File: src/hw/rtl/ptdt_pkg.sv
`timescale 1ns / 1ps
// ----------------------------------------------------------------------------
// ptdt_pkg
// Shared types and constants for the Peltier thermostat with dead time.
// ----------------------------------------------------------------------------
package ptdt_pkg;

  localparam int TempW    = 12;
  localparam int OffsetW  = 8;
  localparam int DeadW    = 16;
  localparam int CfgIdxW  = 3;
  localparam int CfgDataW = 16;
  // Compare width: temperature plus or minus an 8-bit offset never overflows
  localparam int CmpW     = TempW + 2;

  localparam logic signed [TempW-1:0] MIN_VALID_TEMP_DEF = -12'sd200;
  localparam logic signed [TempW-1:0] MAX_VALID_TEMP_DEF = 12'sd1000;

  typedef enum logic [1:0] {
    DirOff  = 2'd0,
    DirCool = 2'd1,
    DirHeat = 2'd2
  } dir_e;

  typedef enum logic [CfgIdxW-1:0] {
    CfgTargetTemp  = 3'd0,
    CfgCoolSwitch  = 3'd1,
    CfgCoolBand    = 3'd2,
    CfgHeatSwitch  = 3'd3,
    CfgHeatBand    = 3'd4,
    CfgDeadTime    = 3'd5,
    CfgDispNear    = 3'd6,
    CfgDispFar     = 3'd7
  } cfg_idx_e;

  typedef struct packed {
    logic signed [TempW-1:0] target_temp;
    logic [OffsetW-1:0]      cool_switch_offset;
    logic [OffsetW-1:0]      cool_band_offset;
    logic [OffsetW-1:0]      heat_switch_offset;
    logic [OffsetW-1:0]      heat_band_offset;
    logic [DeadW-1:0]        dead_time_samples;
    logic [OffsetW-1:0]      display_near_offset;
    logic [OffsetW-1:0]      display_far_offset;
  } cfg_t;

  typedef struct packed {
    logic signed [TempW-1:0] temperature;
    logic                    sensor_ok;
  } in_t;

  typedef struct packed {
    logic [1:0] drive_direction;
    logic       power_on;
    logic       mode_heat;
    logic       sensor_error;
    logic       show_temperature;
    logic       target_reached;
  } out_t;

endpackage

File: src/hw/rtl/ptdt_cfg.sv
`timescale 1ns / 1ps
// ----------------------------------------------------------------------------
// ptdt_cfg
// Configuration register file with reset defaults.
// ----------------------------------------------------------------------------
module ptdt_cfg
  import ptdt_pkg::*;
(
  input  logic                clk_i,
  input  logic                rst_ni,
  input  logic                cfg_we_i,
  input  logic [CfgIdxW-1:0]  cfg_idx_i,
  input  logic [CfgDataW-1:0] cfg_wdata_i,
  output cfg_t                cfg_o
);

  cfg_t cfg_q, cfg_d;

  always_comb begin
    cfg_d = cfg_q;
    if (cfg_we_i) begin
      unique case (cfg_idx_e'(cfg_idx_i))
        CfgTargetTemp: cfg_d.target_temp         = $signed(cfg_wdata_i[TempW-1:0]);
        CfgCoolSwitch: cfg_d.cool_switch_offset  = cfg_wdata_i[OffsetW-1:0];
        CfgCoolBand:   cfg_d.cool_band_offset    = cfg_wdata_i[OffsetW-1:0];
        CfgHeatSwitch: cfg_d.heat_switch_offset  = cfg_wdata_i[OffsetW-1:0];
        CfgHeatBand:   cfg_d.heat_band_offset    = cfg_wdata_i[OffsetW-1:0];
        CfgDeadTime:   cfg_d.dead_time_samples   = cfg_wdata_i[DeadW-1:0];
        CfgDispNear:   cfg_d.display_near_offset = cfg_wdata_i[OffsetW-1:0];
        CfgDispFar:    cfg_d.display_far_offset  = cfg_wdata_i[OffsetW-1:0];
        default: ;
      endcase
    end
  end

  always_ff @(posedge clk_i or negedge rst_ni) begin
    if (!rst_ni) begin
      cfg_q.target_temp         <= 12'sd370;
      cfg_q.cool_switch_offset  <= 8'd5;
      cfg_q.cool_band_offset    <= 8'd2;
      cfg_q.heat_switch_offset  <= 8'd5;
      cfg_q.heat_band_offset    <= 8'd2;
      cfg_q.dead_time_samples   <= 16'd10;
      cfg_q.display_near_offset <= 8'd2;
      cfg_q.display_far_offset  <= 8'd5;
    end else begin
      cfg_q <= cfg_d;
    end
  end

  assign cfg_o = cfg_q;

endmodule

File: src/hw/rtl/ptdt_ctrl.sv
`timescale 1ns / 1ps
// ----------------------------------------------------------------------------
// ptdt_ctrl
// Control state and per-sample decision logic: mode pick, band hysteresis,
// dead-time switch-over, sensor check and display hysteresis.
// ----------------------------------------------------------------------------
module ptdt_ctrl
  import ptdt_pkg::*;
#(
  parameter logic signed [TempW-1:0] MIN_VALID_TEMP = MIN_VALID_TEMP_DEF,
  parameter logic signed [TempW-1:0] MAX_VALID_TEMP = MAX_VALID_TEMP_DEF
) (
  input  logic clk_i,
  input  logic rst_ni,
  input  cfg_t cfg_i,
  input  logic step_i,
  input  in_t  sample_i,
  output out_t res_o
);

  logic             started_q, started_d;
  logic             heat_mode_q, heat_mode_d;
  logic             dead_run_q, dead_run_d;
  logic [DeadW-1:0] dead_cnt_q, dead_cnt_d;
  dir_e             pins_q, pins_d;
  logic             power_q, power_d;
  logic             achieved_q, achieved_d;

  logic signed [CmpW-1:0] t_w, tgt_w;
  logic signed [CmpW-1:0] cool_sw_th, cool_band_th, heat_sw_th, heat_band_th;
  logic signed [CmpW-1:0] near_hi, near_lo, far_hi, far_lo;
  logic                   sample_ok, err, show, to_heat, beyond_switch;
  logic [DeadW-1:0]       cnt_adv;

  function automatic logic signed [CmpW-1:0] ext_off(input logic [OffsetW-1:0] off);
    return $signed({{(CmpW-OffsetW){1'b0}}, off});
  endfunction

  always_comb begin
    t_w   = CmpW'(sample_i.temperature);
    tgt_w = CmpW'(cfg_i.target_temp);

    cool_sw_th   = tgt_w - ext_off(cfg_i.cool_switch_offset);
    cool_band_th = tgt_w + ext_off(cfg_i.cool_band_offset);
    heat_sw_th   = tgt_w + ext_off(cfg_i.heat_switch_offset);
    heat_band_th = tgt_w - ext_off(cfg_i.heat_band_offset);
    near_hi      = tgt_w + ext_off(cfg_i.display_near_offset);
    near_lo      = tgt_w - ext_off(cfg_i.display_near_offset);
    far_hi       = tgt_w + ext_off(cfg_i.display_far_offset);
    far_lo       = tgt_w - ext_off(cfg_i.display_far_offset);

    sample_ok = sample_i.sensor_ok &&
                (sample_i.temperature > MIN_VALID_TEMP) &&
                (sample_i.temperature < MAX_VALID_TEMP);

    // advance the dead-time count first, saturating
    cnt_adv = (dead_run_q && (dead_cnt_q != {DeadW{1'b1}})) ?
              dead_cnt_q + DeadW'(1) : dead_cnt_q;

    started_d   = started_q;
    heat_mode_d = heat_mode_q;
    dead_run_d  = dead_run_q;
    dead_cnt_d  = cnt_adv;
    pins_d      = pins_q;
    power_d     = power_q;
    err         = 1'b0;
    to_heat     = !heat_mode_q;
    beyond_switch = 1'b0;

    if (!sample_ok) begin
      err     = 1'b1;
      pins_d  = DirOff;
      power_d = 1'b0;
    end else if (!started_q) begin
      started_d   = 1'b1;
      heat_mode_d = !(tgt_w <= t_w);
      pins_d      = DirOff;
      power_d     = 1'b0;
    end else if (!heat_mode_q) begin
      if (t_w <= cool_sw_th) begin
        beyond_switch = 1'b1;
      end else if (t_w <= cool_band_th) begin
        power_d = 1'b0;
      end else begin
        pins_d  = DirCool;
        power_d = 1'b1;
      end
    end else begin
      if (t_w >= heat_sw_th) begin
        beyond_switch = 1'b1;
      end else if (t_w >= heat_band_th) begin
        power_d = 1'b0;
      end else begin
        pins_d  = DirHeat;
        power_d = 1'b1;
      end
    end

    // past the switch threshold: cut drive, start or finish the dead time
    if (beyond_switch) begin
      pins_d  = DirOff;
      power_d = 1'b0;
      if (dead_run_q) begin
        if (cnt_adv >= cfg_i.dead_time_samples) begin
          heat_mode_d = to_heat;
          dead_run_d  = 1'b0;
        end
      end else begin
        dead_run_d = 1'b1;
        dead_cnt_d = '0;
      end
    end

    achieved_d = achieved_q;
    if ((t_w <= near_hi) && (t_w >= near_lo)) begin
      achieved_d = 1'b1;
      show       = 1'b1;
    end else if ((t_w > far_hi) || (t_w < far_lo)) begin
      achieved_d = 1'b0;
      show       = 1'b1;
    end else begin
      show = !achieved_q;
    end

    res_o.drive_direction  = pins_d;
    res_o.power_on         = power_d;
    res_o.mode_heat        = heat_mode_d;
    res_o.sensor_error     = err;
    res_o.show_temperature = show;
    res_o.target_reached   = achieved_d;
  end

  always_ff @(posedge clk_i or negedge rst_ni) begin
    if (!rst_ni) begin
      started_q   <= 1'b0;
      heat_mode_q <= 1'b0;
      dead_run_q  <= 1'b0;
      dead_cnt_q  <= '0;
      pins_q      <= DirOff;
      power_q     <= 1'b0;
      achieved_q  <= 1'b0;
    end else if (step_i) begin
      started_q   <= started_d;
      heat_mode_q <= heat_mode_d;
      dead_run_q  <= dead_run_d;
      dead_cnt_q  <= dead_cnt_d;
      pins_q      <= pins_d;
      power_q     <= power_d;
      achieved_q  <= achieved_d;
    end
  end

`ifndef ASSERT_OFF
  // power is only ever enabled together with a bridge direction
  a_power_has_dir: assert property (@(posedge clk_i) disable iff (!rst_ni)
    power_q |-> (pins_q != DirOff))
    else $error("power on with bridge off");

  // nothing is driven before the first valid sample picks a mode
  a_idle_until_start: assert property (@(posedge clk_i) disable iff (!rst_ni)
    !started_q |-> ((pins_q == DirOff) && !power_q && !dead_run_q))
    else $error("drive active before start");

  // a bad sample leaves all drive off
  a_err_cuts_drive: assert property (@(posedge clk_i) disable iff (!rst_ni)
    (step_i && !sample_ok) |=> ((pins_q == DirOff) && !power_q))
    else $error("drive left on after sensor error");

  // the dead time ends only by flipping the mode
  a_dead_end_flips: assert property (@(posedge clk_i) disable iff (!rst_ni)
    (step_i && dead_run_q && !dead_run_d) |-> (heat_mode_d != heat_mode_q))
    else $error("dead time ended without mode flip");
`endif

endmodule

File: src/hw/rtl/peltier_thermostat_with_dead_time_unit.sv
`timescale 1ns / 1ps
// ----------------------------------------------------------------------------
// peltier_thermostat_with_dead_time_unit
// Bang-bang Peltier thermostat with band hysteresis, dead-time mode switch
// and a display band flag; one result per temperature sample.
// ----------------------------------------------------------------------------
//  Channel   Signals                                Direction
//  -------   ------------------------------------   ---------
//  sample    in_valid_i / in_ready_o / in_data_i    in
//  result    out_valid_o / out_ready_i / out_data_o out
//  config    cfg_we_i / cfg_idx_i / cfg_wdata_i     in, write only
//
//  A sample enters the input register, is judged against the control state
//  combinationally and lands in the result register; while the result side
//  accepts, one sample per cycle is sustained. The state update happens on the
//  transfer from input to result register, so a stalled result holds the input
//  register and backpressure reaches in_ready_o in the same cycle. Reset clears
//  all control state and loads the register defaults.
// ----------------------------------------------------------------------------
module peltier_thermostat_with_dead_time_unit
  import ptdt_pkg::*;
#(
  parameter logic signed [TempW-1:0] MIN_VALID_TEMP = MIN_VALID_TEMP_DEF,
  parameter logic signed [TempW-1:0] MAX_VALID_TEMP = MAX_VALID_TEMP_DEF
) (
  input  logic                clk_i,
  input  logic                rst_ni,
  input  logic                in_valid_i,
  output logic                in_ready_o,
  input  in_t                 in_data_i,
  output logic                out_valid_o,
  input  logic                out_ready_i,
  output out_t                out_data_o,
  input  logic                cfg_we_i,
  input  logic [CfgIdxW-1:0]  cfg_idx_i,
  input  logic [CfgDataW-1:0] cfg_wdata_i
);

  cfg_t cfg;
  out_t res;

  logic in_vld_q, in_vld_d;
  in_t  in_data_q;
  logic out_vld_q, out_vld_d;
  out_t out_data_q;
  logic step;

  ptdt_cfg u_cfg (
    .clk_i       (clk_i),
    .rst_ni      (rst_ni),
    .cfg_we_i    (cfg_we_i),
    .cfg_idx_i   (cfg_idx_i),
    .cfg_wdata_i (cfg_wdata_i),
    .cfg_o       (cfg)
  );

  ptdt_ctrl #(
    .MIN_VALID_TEMP (MIN_VALID_TEMP),
    .MAX_VALID_TEMP (MAX_VALID_TEMP)
  ) u_ctrl (
    .clk_i    (clk_i),
    .rst_ni   (rst_ni),
    .cfg_i    (cfg),
    .step_i   (step),
    .sample_i (in_data_q),
    .res_o    (res)
  );

  // advance when the result register is free or being drained
  assign step       = in_vld_q && (!out_vld_q || out_ready_i);
  assign in_ready_o = !in_vld_q || step;

  always_comb begin
    in_vld_d = in_vld_q;
    if (in_ready_o) begin
      in_vld_d = in_valid_i;
    end
    out_vld_d = out_vld_q;
    if (step) begin
      out_vld_d = 1'b1;
    end else if (out_ready_i) begin
      out_vld_d = 1'b0;
    end
  end

  always_ff @(posedge clk_i or negedge rst_ni) begin
    if (!rst_ni) begin
      in_vld_q  <= 1'b0;
      out_vld_q <= 1'b0;
    end else begin
      in_vld_q  <= in_vld_d;
      out_vld_q <= out_vld_d;
    end
  end

  always_ff @(posedge clk_i) begin
    if (in_ready_o && in_valid_i) begin
      in_data_q <= in_data_i;
    end
    if (step) begin
      out_data_q <= res;
    end
  end

  assign out_valid_o = out_vld_q;
  assign out_data_o  = out_data_q;

endmodule

File: config.mk
export PLATFORM = sky130hd
export DESIGN_NAME = peltier_thermostat_with_dead_time_unit
export DESIGN_NICKNAME = d
export VERILOG_FILES = /design/src/hw/rtl/ptdt_pkg.sv /design/src/hw/rtl/ptdt_cfg.sv /design/src/hw/rtl/ptdt_ctrl.sv /design/src/hw/rtl/peltier_thermostat_with_dead_time_unit.sv
export SDC_FILE = /design/constraint.sdc
export NUM_CORES = 1
export LEC_CHECK = 0
export BUFFER_PORTS_ARGS = -buffer_cell sky130_fd_sc_hd__buf_4
export CORE_UTILIZATION = 33
export DETAILED_ROUTE_END_ITERATION = 8
export SLEW_MARGIN = 40
export SYNTH_ARGS = -nofsm -noshare
export SYNTH_HDL_FRONTEND = slang
export SYNTH_SLANG_ARGS = --single-unit
File: constraint.sdc
create_clock -name clk_i -period 11.2 [get_ports clk_i]
set_input_delay 2.8 -clock clk_i [delete_from_list [all_inputs] [get_ports clk_i]]
set_output_delay 2.8 -clock clk_i [all_outputs]
set_load 0.1 [all_outputs]
* After elaboration in Yosys (flattened, before gate mapping)
Index checks and enable logic that the tools add are counted.
Cells by class: equality and inequality tests 8, div/mod/pow operators 0, order comparisons 12, muxes and demuxes 36, $mul 0, add/sub/neg operators 9, bitwise operators 0, shift operators 0, reductions and logical operators 27
Operator list (count):
- 12-bit by 9-bit adder with 13-bit output | 4
- 12-bit by 9-bit subtractor with 13-bit output | 4
- 16-bit 2-to-1 mux | 3
- 12-bit by 13-bit greater-or-equal comparator with 1-bit output | 3
- 12-bit by 13-bit less-or-equal comparator with 1-bit output | 3
- 1-bit 2-to-1 mux | 25
- 2-bit AND reduction | 10
- 16-bit by 1-bit adder with 16-bit output, second input constant | 1
- 16-bit greater-or-equal comparator | 1
- 2-bit 2-to-1 mux | 8
- 16-bit != test, second input constant | 1
- 12-bit by 13-bit greater-than comparator with 1-bit output | 1
- 12-bit by 13-bit < comparator with 1-bit output | 1
- 3-bit == test, second input constant | 4
- 12-bit by 9-bit greater-than comparator with 1-bit output, second input constant | 1
- 12-bit less-or-equal comparator | 1
- 12-bit by 11-bit < comparator with 1-bit output, second input constant | 1
- 3-bit by 2-bit == test with 1-bit output, second input constant | 2
- 1-bit logical AND | 6
- 1-bit zero test | 5
- 3-bit by 1-bit == test with 1-bit output, second input constant | 1
- 3-bit zero test | 1
- 1-bit logical OR | 3
- 2-bit nonzero test | 1
- 2-bit OR reduction | 1
Storage, ports and cells: bits in read-only memories 0, input bits 37, bits in latches 0, output and inout port bits 9, memories 0, register bits 121, bits in writable memories 0

* Longest topological paths before layout
Gate-level depths: netlist of the first run.
word-level depth 8, depth in mapped cells 22

* Cells and area by module
A second synthesis of the first run with hierarchy kept.
Second synthesis, totals: cells, all modules 1181, area, all modules 11394.7 µm²
By module, submodules not included:
- ptdt_ctrl | cells an instance 984, area an instance 7668.6 µm², sequential area each 575.6 µm², times used 1
- ptdt_cfg | cells an instance 169, area an instance 3021.6 µm², sequential area each 1921.8 µm², times used 1
- peltier_thermostat_with_dead_time_unit | cells an instance 28, area an instance 704.4 µm², sequential area each 650.6 µm², times used 1

* Worst setup path after synthesis of the first run
Ideal clock, no wire load.
path type input port to output port, start point input port out_ready_i, end point output port in_ready_o, stages on the path 1, required time 8400 ps, setup slack 4778 ps, path buffers 0, arrival time 3622 ps, path through nand3b_1
On the way: word-level cells in the longest chain between the ends 3
Ends and longest elaborated chain:
- start: declaration | RTL line peltier_thermostat_with_dead_time_unit.sv:32 | input logic out_ready_i,
- 1-bit logical OR | RTL line peltier_thermostat_with_dead_time_unit.sv:70 | assign step = in_vld_q && (!out_vld_q || out_ready_i);
- 1-bit logical AND | RTL line peltier_thermostat_with_dead_time_unit.sv:70
- 1-bit logical OR | RTL line peltier_thermostat_with_dead_time_unit.sv:71 | assign in_ready_o = !in_vld_q || step;
- end: declaration | RTL line peltier_thermostat_with_dead_time_unit.sv:29 | output logic in_ready_o,
Every way passes these cells.

* Worst setup path after layout of the first run
Ends and elaborated chain as after synthesis.

==> impl.org, run 1 <==
** Outcome
- Result of the run :: completed

** Synthesis
- Sequential fraction of the synthesis area :: 28.61%
- Synthesized-area fraction occupied by ao, oa, aoi and oai cells :: 15.34%
- Cells after synthesis :: 1185
- Averaged over all synthesized cells, the footprint is about 9.3 um2.
- Summing the areas of all and, or, nand and nor instances in the mapped netlist gives 13.55% of the synthesized area.
- Number of warnings printed during yosys synthesis :: 0
- After synthesis, the netlist uses 69 different library cells.
- Parity-gate share of the synthesized area counting xor and xnor cells :: roughly 7.0%
- Synth Area in Adders :: a little under a quarter
- Synthesis-stage register bit count :: about 120
- Mux contribution to synthesized area :: 6.822%
- Post-synthesis instance area :: 11000 um2
- The synthesized design contains 20 enable-type register cells.
- Counting flops with an async set or reset pin after synthesis yields a share of 83.47%.
- Ys flop type :: sky130_fd_sc_hd__dfrtp_1
- Main combinational cell family by area after synthesis :: adder cells
- Synthesized Nets :: 1426

** Timing
- On the final layout, the worst clock skew is around 0.014 ns.
- Unrepaired setup endpoints after global routing :: no
- Final Max Tran Viols :: 0
- Setup Viol. Count Final :: 0
- Dividing the final minimum period by the clock period gives 54.82%.
- Summed over all failing endpoints, the final setup total negative slack is 0 ns.
- Timing would allow up to between 150 and 200 MHz.
- Clock period minus worst slack :: slightly above 6 ns
- Actual slew at the worst max-slew pin :: 0.7147 ns
- The worst pin sits at a relative slew slack of 51.60%.
- The number of failing hold endpoints at the final stage was 0.

** Detailed routing
- The first routing iteration left 357 violations.
- The detail route stage leaves a number of antenna-violating nets equal to 0.
- The pre-antenna-repair detailed-routing pass consisted of 5 iterations.
- After detailed routing, the number of vias per cell comes to 5.117.
- The final layout contains routed wiring with a total length of 27880 um.
- Vias after detailed routing :: roughly 8600
- In the final routed layout, each cell accounts on average for ~17 um.
- In the routed design, unresolved DRC markers number 0.

** Power
- Sequential cells account for 24.9% of the total power.
- The clock network accounts for 21.3% of the total power.
- The analysis attributes to net switching a power of around 0.0011 W.
- The worst-case IR drop observed on VDD is between 0.09 and 0.1 mV.
- Power density of the placed cells :: 211.0 nW/um2
- The analysis attributes to cell leakage a power of about 5.7 nW.
- Net switching is 42.49% of the power.
- Total power for the finished layout comes to around 0.0026 W.
- Internal power of the cells :: 0.001512 W
- Relative contribution of combinational cells to total power :: 53.8%

** Clocking
- For the worst-skew pair, the clock arrives at the later sink with an insertion delay of 0.43 ns.
- Number of gates resized after CTS :: 0
- TritonCTS created 17 clock buffers.
- After clock tree synthesis, the clock-pin slew on the worst setup and hold paths is 0.06 ns.
- TritonCTS clock tree :: built
- CTS hold repair buffers :: 0
- CTS H-tree lvls :: 4
- The tree built by TritonCTS fans out to 121 sinks.
- Max clock buf depth :: 2
- Clock root buffer :: sky130_fd_sc_hd__clkbuf_16
- Total setup buffers inserted after CTS :: 0

** Global routing
- Summed over all layers, the global routing overflow is 0.
- Largest net degree at the start of global routing :: 74
- The number of global-route vias before repair is ~9000.
- Wire length of the first global-routing pass :: 45400 um
- For this run, the total global-route usage over all layers was measured as 17.27%.
- Antenna violations before repair :: 0

** Die
- Die Width :: approximately 180 um
- Floorplan Core Area :: about 33000 um2
- The die covers 34080 um2.
- Standard-cell rows :: 66
- For this configuration, the core starts out at a cell density of 33.65%.
- In this run the vertical extent of the chip is 184.6 um.
- I/O pin total :: 46

** Finish
- Once layout is complete, the utilization of the core stands at about two fifths.
- In the final layout, the multi-input gates occupy 7322 um2.
- The post-route netlist has 15.19% of its cells at a drive strength greater than 1.
- Total non-filler cell area in the finished layout :: about 12000 um2
- P&R area growth vs syn :: 13.21%
- Fin cells :: 1686
- Count of filler cells inserted in the layout :: 3296
- The sequential cells in the finished layout cover a total of approximately 3100 um2.
- Total number of nets in the final design :: 1472
- The repair_antennas step left the layout with diodes totalling 0.

** Setup path
- STA classifies the critical path endpoint as a primary output.
- Required arrival time at the worst endpoint :: 8.40 ns
- STA puts the critical path data arrival time at roughly 3.3 ns.
- Maximum fanout along the worst path :: 3
- Kind of critical path :: primary input to primary output
- Critical Path Source Type :: primary input

** Place
- The placed instances occupy a cell area of 11870 um2.
- The number of placed instances, taps included, is 1654.
- HPWL reported at the end of detailed placement :: 21110 um
- RePlAce Congestion :: 0.8886
- IO buf count :: 45

** Hold path
- Kind of path behind the tightest hold check :: register to register

** Job
- Max-cap violations in this run came to 0.
==> sequential cells by signal, indices dropped and copies added, names as in the netlist <==
name / count
u_ctrl.dead_cnt_q: 16
u_ctrl.heat_mode_q: 1
u_ctrl.pins_q: 2
in_data_q: 13
u_ctrl.dead_run_q: 1
u_ctrl.power_q: 1
out_data_o: 7
u_ctrl.started_q: 1
u_cfg.cfg_o: 76
u_ctrl.achieved_q: 1
in_vld_q: 1
out_valid_o: 1
==> cell usage in the layout, fill, tap and decap left out, types with 9 or more instances in the layout <==
cell type | synthesis | routed
sky130_fd_sc_hd__clkbuf_16 | 0 | 18
sky130_fd_sc_hd__dfrtp_1 | 85 | 85
sky130_fd_sc_hd__a21o_1 | 23 | 23
sky130_fd_sc_hd__xor2_1 | 33 | 33
sky130_fd_sc_hd__dfstp_2 | 16 | 16
sky130_fd_sc_hd__mux2_2 | 64 | 64
sky130_fd_sc_hd__nand2_1 | 82 | 81
sky130_fd_sc_hd__ha_1 | 196 | 196
sky130_fd_sc_hd__nand2b_1 | 20 | 20
sky130_fd_sc_hd__a21oi_1 | 79 | 79
sky130_fd_sc_hd__buf_4 | 0 | 55
sky130_fd_sc_hd__edfxtp_1 | 20 | 20
sky130_fd_sc_hd__a211oi_1 | 11 | 11
sky130_fd_sc_hd__xnor2_1 | 55 | 55
sky130_fd_sc_hd__nand3_1 | 32 | 32
sky130_fd_sc_hd__nor2b_1 | 18 | 18
sky130_fd_sc_hd__inv_1 | 109 | 108
sky130_fd_sc_hd__nor2_1 | 66 | 66
sky130_fd_sc_hd__a31oi_1 | 10 | 10
sky130_fd_sc_hd__o21ai_0 | 67 | 67
sky130_fd_sc_hd__nand4_1 | 17 | 17
sky130_fd_sc_hd__nor3_1 | 20 | 19
sky130_fd_sc_hd__o21a_1 | 9 | 9
sky130_fd_sc_hd__o21bai_1 | 12 | 12
==> critical path: stages <==
cell and delay [ns]:
sky130_fd_sc_hd__buf_4 0.11, sky130_fd_sc_hd__nand3b_1 0.18, sky130_fd_sc_hd__buf_4 0.25
==> cells by family (layout without fill, tap and decap cells) <==
logic type,count (synthesis),after routing
mux,67,67
buf+inv,139,198
simple gates,302,302
flops,121,121
fa+ha+maj,204,204
xor+xnor,88,88
compound gates,264,264
==> synth_stat cells (16+ instances only) <==
master | n | area (um2)
sky130_fd_sc_hd__xor2_1 | 33 | 289.0
sky130_fd_sc_hd__nor2_1 | 66 | 247.7
sky130_fd_sc_hd__inv_1 | 109 | 409.1
sky130_fd_sc_hd__nand2b_1 | 20 | 125.1
sky130_fd_sc_hd__o21ai_0 | 67 | 335.3
sky130_fd_sc_hd__dfstp_2 | 16 | 420.4
sky130_fd_sc_hd__xnor2_1 | 55 | 481.7
sky130_fd_sc_hd__ha_1 | 196 | 2452
sky130_fd_sc_hd__dfrtp_1 | 85 | 2127
sky130_fd_sc_hd__nor2b_1 | 18 | 112.6
sky130_fd_sc_hd__nand3_1 | 32 | 160.2
sky130_fd_sc_hd__nand2_1 | 82 | 307.8
sky130_fd_sc_hd__nor3_1 | 20 | 100.1
sky130_fd_sc_hd__nand4_1 | 17 | 106.4
sky130_fd_sc_hd__clkbuf_1 | 26 | 97.59
sky130_fd_sc_hd__edfxtp_1 | 20 | 600.6
sky130_fd_sc_hd__mux2_2 | 64 | 720.7
sky130_fd_sc_hd__a21oi_1 | 79 | 395.4
sky130_fd_sc_hd__a21o_1 | 23 | 172.7
==> area by class of cell <==
type                       count  share of cell area, %
clock buffer                  19                  3.646
timing repair buffer          57                  3.525
tap                          442                  4.439
inverter                     109                  3.284
multi-input combinational    925                  58.77
clock inverter                13                  1.065
sequential                   121                  25.27
==> stage by stage <==
stage | hold WS [ns] | setup slack, ns
after floorplan | 0.4569 | 4.778
after global placement | 0.4688 | 5.052
after detailed placement | 0.4937 | 5.064
after CTS | 0.5066 | 5.061
after global routing | 0.5220 | 5.046
final | 0.5050 | 5.060
==> worst paths after layout <==
path | from | endpoint | slack (ns) | depth (start not counted)
hold / removal | u_cfg.cfg_o[23]$_DFFE_PN0P_ | u_cfg.cfg_o[23]$_DFFE_PN0P_ | 0.51 | 1
min in group asynchronous | rst_ni | in_vld_q$_DFFE_PN0N_ | 2.30 | 1
setup / recovery | out_ready_i | in_ready_o | 5.06 | 3
setup reg to reg | u_cfg.cfg_o[65]$_DFFE_PN1P_ | u_ctrl.dead_cnt_q[14]$_DFFE_PN0P_ | 5.99 | 19
hold reg to reg | u_cfg.cfg_o[23]$_DFFE_PN0P_ | u_cfg.cfg_o[23]$_DFFE_PN0P_ | 0.51 | 1
max in group asynchronous | rst_ni | u_cfg.cfg_o[37]$_DFFE_PN0P_ | 7.88 | 2
==> power groups by stage <==
stage	registers (W)	clock network, W	logic, W
after detailed placement	0.000662	0	0.00141
after CTS	0.000654	0.000573	0.00142
after floorplan	0.000632	0	0.00110
after global placement	0.000660	0	0.00136
final	0.000655	0.000561	0.00141
after global routing	0.000670	0.000593	0.00163
==> metal layers <==
| metal | GRT usage (%) | part of all wire, % |
|---|---|---|
| met1 | 21.83 | 47 |
| met2 | 30.69 | 49 |
| met3 | 2.450 | 2.3 |
| met4 | 4.264 | 1.6 |
| met5 | 0 | 0 |
Note: power is estimated with default switching activity, not from simulation.
==> inputs of run 2 (changes only) <==
==> constraint.sdc (replaced) <==
create_clock -name clk_i -period 5.8 [get_ports clk_i]
set_input_delay 1.45 -clock clk_i [delete_from_list [all_inputs] [get_ports clk_i]]
set_output_delay 1.45 -clock clk_i [all_outputs]
set_load 0.1 [all_outputs]
==> impl.org, run 2 (synthesis results as in run 1) <==
** Detailed routing
- In this run the remaining antenna-violating nets after routing total 0.
- Detail-routed via count per cell :: 5.092
- The routed layout has 8605 vias.
- In the routed design, unresolved DRC markers number 0.
- For this block, the routed nets add up to 27620 um of wire.
- Number of DRC markers after the initial detailed-route iteration :: 399
- Dividing the detail-routed wire length by the instance count gives between 15 and 20 um.
- The pre-antenna-repair detailed-routing pass consisted of 5 iterations.

** Finish
- The library cell used most frequently in the layout, excluding fill and tap cells, is sky130_fd_sc_hd__ha_1.
- Antenna Cells :: 0
- The post-route netlist has 15.54% of its cells at a drive strength greater than 1.
- Highest-count cells in the layout ignoring fill and taps :: 196 x sky130_fd_sc_hd__ha_1, 108 x sky130_fd_sc_hd__inv_1, 84 x sky130_fd_sc_hd__dfrtp_1
- FF+latch area :: 3149 um2
- After filler insertion, the fill cell instance count of the layout stands at about 3300.
- Total number of nets in the final design :: 1476
- P&R area growth vs syn :: 13.26%
- Area used by multi-input combinational logic :: 7322 um2
- The register with the most flip-flops in the layout has 76 of them.

** Die
- In this run the horizontal extent of the chip is 184.6 um.
- In this run the vertical extent of the chip is 184.6 um.
- The core region is 32700 um2.
- For this configuration, the core starts out at a cell density of 33.65%.
- I/O pin total :: 46
- After floorplanning, the core was divided into 66 placement rows.
- The die covers 34080 um2.

** Clocking
- Gates resized during post-CTS repair numbered 0.
- Total setup buffers inserted after CTS :: 0
- Total CTS buffers :: 17
- Clock root buffer :: sky130_fd_sc_hd__clkbuf_16
- The tree built by TritonCTS fans out to 121 sinks.
- The H-tree was split into 4 levels.
- For the worst-skew pair, the clock arrives at the later sink with an insertion delay of 0.43 ns.
- TritonCTS clock tree :: built
- CTS hold repair buffers :: 0
- Max clock buf depth :: 2
- Clk slew on worst S/H paths :: 0.07 ns

** Timing
- Actual slew at the worst max-slew pin :: a little over 0.7 ns
- For the finished layout, the period the worst path requires is between 5 and 6 ns.
- Setup repair after global routing left no endpoint under its margin.
- Final Hold Viols :: 0
- Sum Neg Setup Slack :: 0 ns
- Max-slew headroom :: 51.76%
- Setup Viol. Count Final :: 0
- Achievable frequency :: 197.1 MHz
- Worst hold slack :: 0.5045 ns
- The count of pins over their slew limit was 0.
- After layout, the worst path uses 87.47% of the clock period.
- Clock skew on the completed layout was measured at 0.01626 ns.

** Place
- At the end of routability-driven placement, the weighted congestion stood at 0.9026.
- HPWL reported at the end of detailed placement :: 21360 um
- IO buf count :: 45

** Hold path
- For hold timing, the worst endpoint is u_cfg.cfg_o[22]$_DFFE_PN0P_.
- In this run the worst hold path is classified as register to register.
- Counting instances, the worst hold path has a depth of 1.
- Min-Delay Startpoint :: u_cfg.cfg_o[22]$_DFFE_PN0P_

** Global routing
- The number of global-route vias before repair came to roughly 8600.
- Total grt overflow :: 0
- The initial antenna violation count came to 0.
- Largest net degree at the start of global routing :: 57
- Combined global-route utilization of all metal layers :: 17.09%
- Wire length of the first global-routing pass :: 44970 um

** Setup path
- STA puts the critical path data required time at 6.12 ns.
- Kind of critical path :: register to register
- The worst register-to-register path has a depth of 19.
- The worst register-to-register path begins at u_cfg.cfg_o[65]$_DFFE_PN1P_.
- Reg-to-reg endpoint :: u_ctrl.dead_cnt_q[14]$_DFFE_PN0P_
- Critical Path Source Type :: register
- The worst setup path is captured at a register.
- Setup slack of the most critical reg-to-reg path :: 0.73 ns
- Maximum fanout along the worst path :: 16
- Data arrives at the worst endpoint at approximately 5.4 ns.

** Power
- The share of total power dissipated in sequential elements is 24.4%.
- Worst ir drop on vdd :: 0.1918 mV
- Power spread over the standard cell area amounts to 405.6 nW/um2.
- The analysis attributes to cell leakage a power of between 5 and 6 nW.
- Relative contribution of combinational cells to total power :: 54.7%
- The share of total power dissipated in the clock network is 20.9%.
- Of the total power, the share spent switching nets is 42.72%.
- The internal power of the cells totals 0.002896 W.
- For this design the total switching power over the nets is 0.002160 W.

** Outcome
- The run finished with clean final reports.

** Job
- Maximum Capacitance Violations :: 0
run 2: routing by layer:
| metal | global-route usage, % | wire (um) |
|---|---|---|
| met1 | 21.19 | 12750 |
| met2 | 30.81 | 13750 |
| met3 | 2.154 | 652 |
| met4 | 4.793 | 473 |
| met5 | 0 | 0 |
run 2: layout make-up:
cell class	instances	area share (%)
Clock buffer	18	3.443
Clock inverter	14	1.144
Inverter	109	3.283
Multi-Input combinational cell	925	58.75
Sequential cell	121	25.27
Tap cell	442	4.437
Timing Repair Buffer	61	3.674
run 2: worst max path at each step:
stage | cells past startpoint | endpoint | from
after floorplan | 19 | u_ctrl.dead_cnt_q[10]$_DFFE_PN0P_ | u_cfg.cfg_o[65]$_DFFE_PN1P_
after global placement | 19 | u_ctrl.dead_cnt_q[14]$_DFFE_PN0P_ | u_cfg.cfg_o[65]$_DFFE_PN1P_
after detailed placement | 19 | u_ctrl.dead_cnt_q[14]$_DFFE_PN0P_ | u_cfg.cfg_o[65]$_DFFE_PN1P_
after CTS | 19 | u_ctrl.dead_cnt_q[14]$_DFFE_PN0P_ | u_cfg.cfg_o[65]$_DFFE_PN1P_
after global routing | 19 | u_ctrl.dead_cnt_q[14]$_DFFE_PN0P_ | u_cfg.cfg_o[65]$_DFFE_PN1P_
final | 19 | u_ctrl.dead_cnt_q[14]$_DFFE_PN0P_ | u_cfg.cfg_o[65]$_DFFE_PN1P_
run 2: worst max-delay path: stages (launching register included):
cell                        delay (ns)
sky130_fd_sc_hd__dfstp_2          0.81
sky130_fd_sc_hd__ha_1             0.31
sky130_fd_sc_hd__a21o_1           0.15
sky130_fd_sc_hd__a21oi_1          0.25
sky130_fd_sc_hd__nor2b_1          0.08
sky130_fd_sc_hd__o21a_1           0.19
sky130_fd_sc_hd__o41ai_1          0.41
sky130_fd_sc_hd__a2bb2oi_1        0.33
sky130_fd_sc_hd__nor2_1           0.08
sky130_fd_sc_hd__xnor2_1          0.13
sky130_fd_sc_hd__ha_1             0.31
sky130_fd_sc_hd__nand4_1          0.12
sky130_fd_sc_hd__nor2_1           0.07
sky130_fd_sc_hd__a31oi_1          0.18
sky130_fd_sc_hd__mux2_2           0.40
sky130_fd_sc_hd__or4b_4           0.53
sky130_fd_sc_hd__o41ai_2          0.06
sky130_fd_sc_hd__buf_4            0.26
sky130_fd_sc_hd__a31oi_1          0.06
sky130_fd_sc_hd__o31a_1           0.25
run 2: per-stage QoR:
step / setup slack [ns] / instance area (um2) / utilization [%] / instances / total power [W]
finish: 0.7266 / 12460 / 38.11 / 1690 / 0.005056
global route: 0.3637 / 12460 / 38.11 / 1690 / 0.005543
CTS: 0.6734 / 12460 / 38.10 / 1690 / 0.005105
detailed placement: 0.6681 / 11890 / 36.36 / 1658 / 0.004020
global placement: 0.7056 / 11870 / 36.30 / 1656 / 0.003932
floorplan: 1.270 / 11000 / - / 1185 / 0.003344
run 2: power by group through the flow:
stage	registers [W]	clock network, W	logic, W
after floorplan	0.00122	0	0.00212
after global placement	0.00124	0	0.00269
after detailed placement	0.00125	0	0.00277
after CTS	0.00124	0.00108	0.00279
after global routing	0.00126	0.00111	0.00317
final	0.00123	0.00106	0.00277
==> inputs of run 3 (changes only) <==
--- a/config.mk
+++ b/config.mk
@@ -6,8 +6,10 @@
 export NUM_CORES = 1
 export LEC_CHECK = 0
 export BUFFER_PORTS_ARGS = -buffer_cell sky130_fd_sc_hd__buf_4
-export CORE_UTILIZATION = 33
+export CORE_UTILIZATION = 58
 export DETAILED_ROUTE_END_ITERATION = 8
+export PLACE_DENSITY = 0.76
+export RECOVER_POWER = 100
 export SLEW_MARGIN = 40
 export SYNTH_ARGS = -nofsm -noshare
 export SYNTH_HDL_FRONTEND = slang
==> impl.org, run 3 (synthesis results as in run 1) <==
** Place
- Detailed placement finished with a half-perimeter wire length of 20340 um.
- Routability-driven placement finished with a final weighted congestion of 0.9453.
- IO buf count :: 45

** Power
- Dividing total power by cell area gives a power density of 417.9 nW/um2.
- Internal power of the cells :: 0.002878 W
- Sw frac :: about 43%
- In this run, the combinational gates consume 55.1% of the power.
- Summed over all cells, the static leakage comes to 5.592 nW.
- Per report_power, the clock group accounts for 20.0% of the total.
- Portion of total power attributed to sequential cells :: between 20 and 25%
- Worst ir drop on vdd :: 0.2449 mV
- The analysis attributes to net switching a power of approximately 0.0022 W.

** Detailed routing
- Antenna violation net count after detailed routing :: 0
- Count of TritonRoute iterations in the first routing pass :: 7
- The detailed router put a total of 12670 um of wire on met1.
- Using the TritonRoute via totals, the vias-per-cell ratio works out to 6.022.
- Mean routed wirelength per cell :: 18.85 um
- Detailed routing inserted a total of approximately 9000 vias.
- The final layout contains routed wiring with a total length of 27880 um.
- For this run, design rule violations remaining after detail routing come to 0.
- In the detailed route, the total length drawn on met3 is 1621 um.
- Met2 routed wirelength :: 12790 um
- The detailed router used layers up to and including met4.
- For this block, the initial DRC count from the detailed router was approximately 620.

** Die
- I/O pin total :: 46
- Die outline height :: 139.7 um
- Die Width :: 139.7 um
- The initial utilization of the core area, before any placement, comes to 59.03%.
- The total area inside the core boundary comes to 18640 um2.
- The floorplan step defined a die boundary enclosing 19530 um2.
- In this run the core area contains 50 standard-cell rows.

** Setup path
- Following the worst setup path forward leads to its endpoint at u_ctrl.dead_cnt_q[10]$_DFFE_PN0P_.
- Kind of end point of the critical path :: register
- STA puts the critical path data arrival time at 5.60 ns.
- Of all nets on the critical path, the largest fanout is 16.
- Required arrival time at the worst endpoint :: 6.13 ns
- The endpoint identified for the worst register-to-register timing path is u_ctrl.dead_cnt_q[10]$_DFFE_PN0P_.
- Startpoint of the worst-slack reg-to-reg timing path :: u_cfg.cfg_o[65]$_DFFE_PN1P_
- By startpoint and endpoint, the worst setup path is classified as register to register.
- The worst register-to-register path has a depth of 19.
- Critical Path Start :: u_cfg.cfg_o[65]$_DFFE_PN1P_
- The worst setup path is launched from a register.
- Setup slack on the worst reg-to-reg path comes out at 0.53 ns.

** Timing
- The routed design could run at a clock period as short as around 5.3 ns.
- Setup violations remaining at the end of the flow were counted as 0.
- The count of pins over their slew limit is 50.
- Based on the critical path, the design can be clocked at up to 189.7 MHz.
- Summed over all failing endpoints, the final setup total negative slack is 0 ns.
- Headroom to the max-slew limit came out at -88.17%.
- On the final layout, the worst hold slack is between 0.5 and 0.6 ns.
- At the pin with the least slew margin, the transition time is 2.823 ns.
- Clock skew :: 0.01569 ns
- After layout, the worst path uses 90.88% of the clock period.
- Final Hold Viols :: 0
- Setup repair after global routing left no endpoint under its margin.

** Finish
- Of the cells placed in the final design, the portion with a size suffix greater than 1 is between 10 and 15%.
- The final layout contains 1473 nets.
- Relative to the synthesized area, the layout overhead comes to 9.517%.
- Flip-flop count of the largest register after layout :: 76
- In the layout the commonest cells are 196 x sky130_fd_sc_hd__ha_1, 109 x sky130_fd_sc_hd__inv_1, 84 x sky130_fd_sc_hd__dfrtp_1.
- Commonest non-fill, non-tap cell in the layout :: sky130_fd_sc_hd__ha_1
- Counting the fill cells in the layout gives 1574.
- Antenna Cells :: 0

** Clocking
- Clock-pin slew was measured on the worst setup and hold paths at 0.07 ns.
- The clock passes through at most 2 buffers.
- Counting the buffers created by CTS gives 17.
- CTS H-tree lvls :: 4
- CTS hold repair buffers :: 0
- CTS saw 121 sinks.
- Clk Latency, worst-skew pair :: 0.44 ns
- CTS placed an instance of sky130_fd_sc_hd__clkbuf_16 at the clock tree root.
- Post-CTS timing repair inserted 0 buffers for setup.
- TritonCTS built the clock tree.
- Number of gates resized after CTS :: 0

** Outcome
- The final reports fail on capacitance limit, slew limit.
- Result of the run :: finished with violations

** Global routing
- The initial antenna violation count is 0.
- Global routing consumed, over all layers together, 29.86% of the routing resources.
- Wire length of the first global-routing pass :: 44890 um
- Vias in the first global route :: about 8700
- Entering global routing, the biggest net connects 54 pins.
- Global routing finished with a remaining overflow of 0.

** Job
- Max-cap violations in this run came to 1.

** Hold path
- The min-delay analysis places its worst path in the category register to register.
- Counting instances, the worst hold path has a depth of 1.
## run 3: how the worst min path moves through the flow
stage	startpoint	to
after floorplan	in_vld_q$_DFFE_PN0N_	out_valid_o$_DFFE_PN0P_
after global placement	in_vld_q$_DFFE_PN0N_	out_valid_o$_DFFE_PN0P_
after detailed placement	in_vld_q$_DFFE_PN0N_	out_valid_o$_DFFE_PN0P_
after CTS	in_vld_q$_DFFE_PN0N_	out_valid_o$_DFFE_PN0P_
after global routing	u_cfg.cfg_o[22]$_DFFE_PN0P_	u_cfg.cfg_o[22]$_DFFE_PN0P_
final	in_vld_q$_DFFE_PN0N_	out_valid_o$_DFFE_PN0P_
## run 3: area by class of cell
| cell class | count | area, um2 | area share, % |
|---|---|---|---|
| tap | 234 | 292.8 | 2.429 |
| sequential | 121 | 3149 | 26.13 |
| clock buffer | 19 | 442.9 | 3.675 |
| multi-input combinational | 925 | 7279 | 60.40 |
| inverter | 109 | 409.1 | 3.395 |
| timing repair buffer | 58 | 372.9 | 3.094 |
| clock inverter | 13 | 105.1 | 0.8721 |
## run 3: routing by layer
layer | vias to the layer above | track usage (%)
met5 | - | 0
met4 | 0 | 11.16
met2 | 278 | 48.55
met1 | 4244 | 39.96
li1 | 4324 | -
met3 | 61 | 4.852
## run 3: through the flow
stage	utilization, %	std cells	total power, W	instance area [um2]	setup WS [ns]
finish	64.64	1479	0.005036	12050	0.5291
floorplan	-	1185	0.003344	11000	1.270
CTS	65.20	1479	0.005038	12160	0.6070
detailed placement	62.26	1447	0.004005	11610	0.6542
global placement	62.16	1445	0.003902	11590	0.8149
global route	64.64	1479	0.005463	12050	0.2016
## run 3: worst max-delay path, cell delays in order, from the launching register on
cell	delay, ns
sky130_fd_sc_hd__dfstp_2	0.84
sky130_fd_sc_hd__ha_1	0.33
sky130_fd_sc_hd__a21o_1	0.16
sky130_fd_sc_hd__a21oi_1	0.24
sky130_fd_sc_hd__nor2b_1	0.08
sky130_fd_sc_hd__o21a_1	0.18
sky130_fd_sc_hd__o41ai_1	0.44
sky130_fd_sc_hd__a2bb2oi_1	0.30
sky130_fd_sc_hd__nor2_1	0.09
sky130_fd_sc_hd__xnor2_1	0.13
sky130_fd_sc_hd__ha_1	0.31
sky130_fd_sc_hd__nand4_1	0.13
sky130_fd_sc_hd__nor2_1	0.18
sky130_fd_sc_hd__a2111oi_0	0.13
sky130_fd_sc_hd__mux2_1	0.42
sky130_fd_sc_hd__or4b_1	0.54
sky130_fd_sc_hd__o41ai_1	0.08
sky130_fd_sc_hd__buf_4	0.26
sky130_fd_sc_hd__o21ai_0	0.09
sky130_fd_sc_hd__a21o_1	0.23
## run 3: power by group through the flow
stage                     combinational, W  clock, W  sequential, W
after global placement             0.00265         0        0.00126
after detailed placement           0.00274         0        0.00126
after floorplan                    0.00212         0        0.00122
after CTS                          0.00277   0.00101        0.00125
final                              0.00278   0.00100        0.00125
after global routing               0.00315   0.00104        0.00127
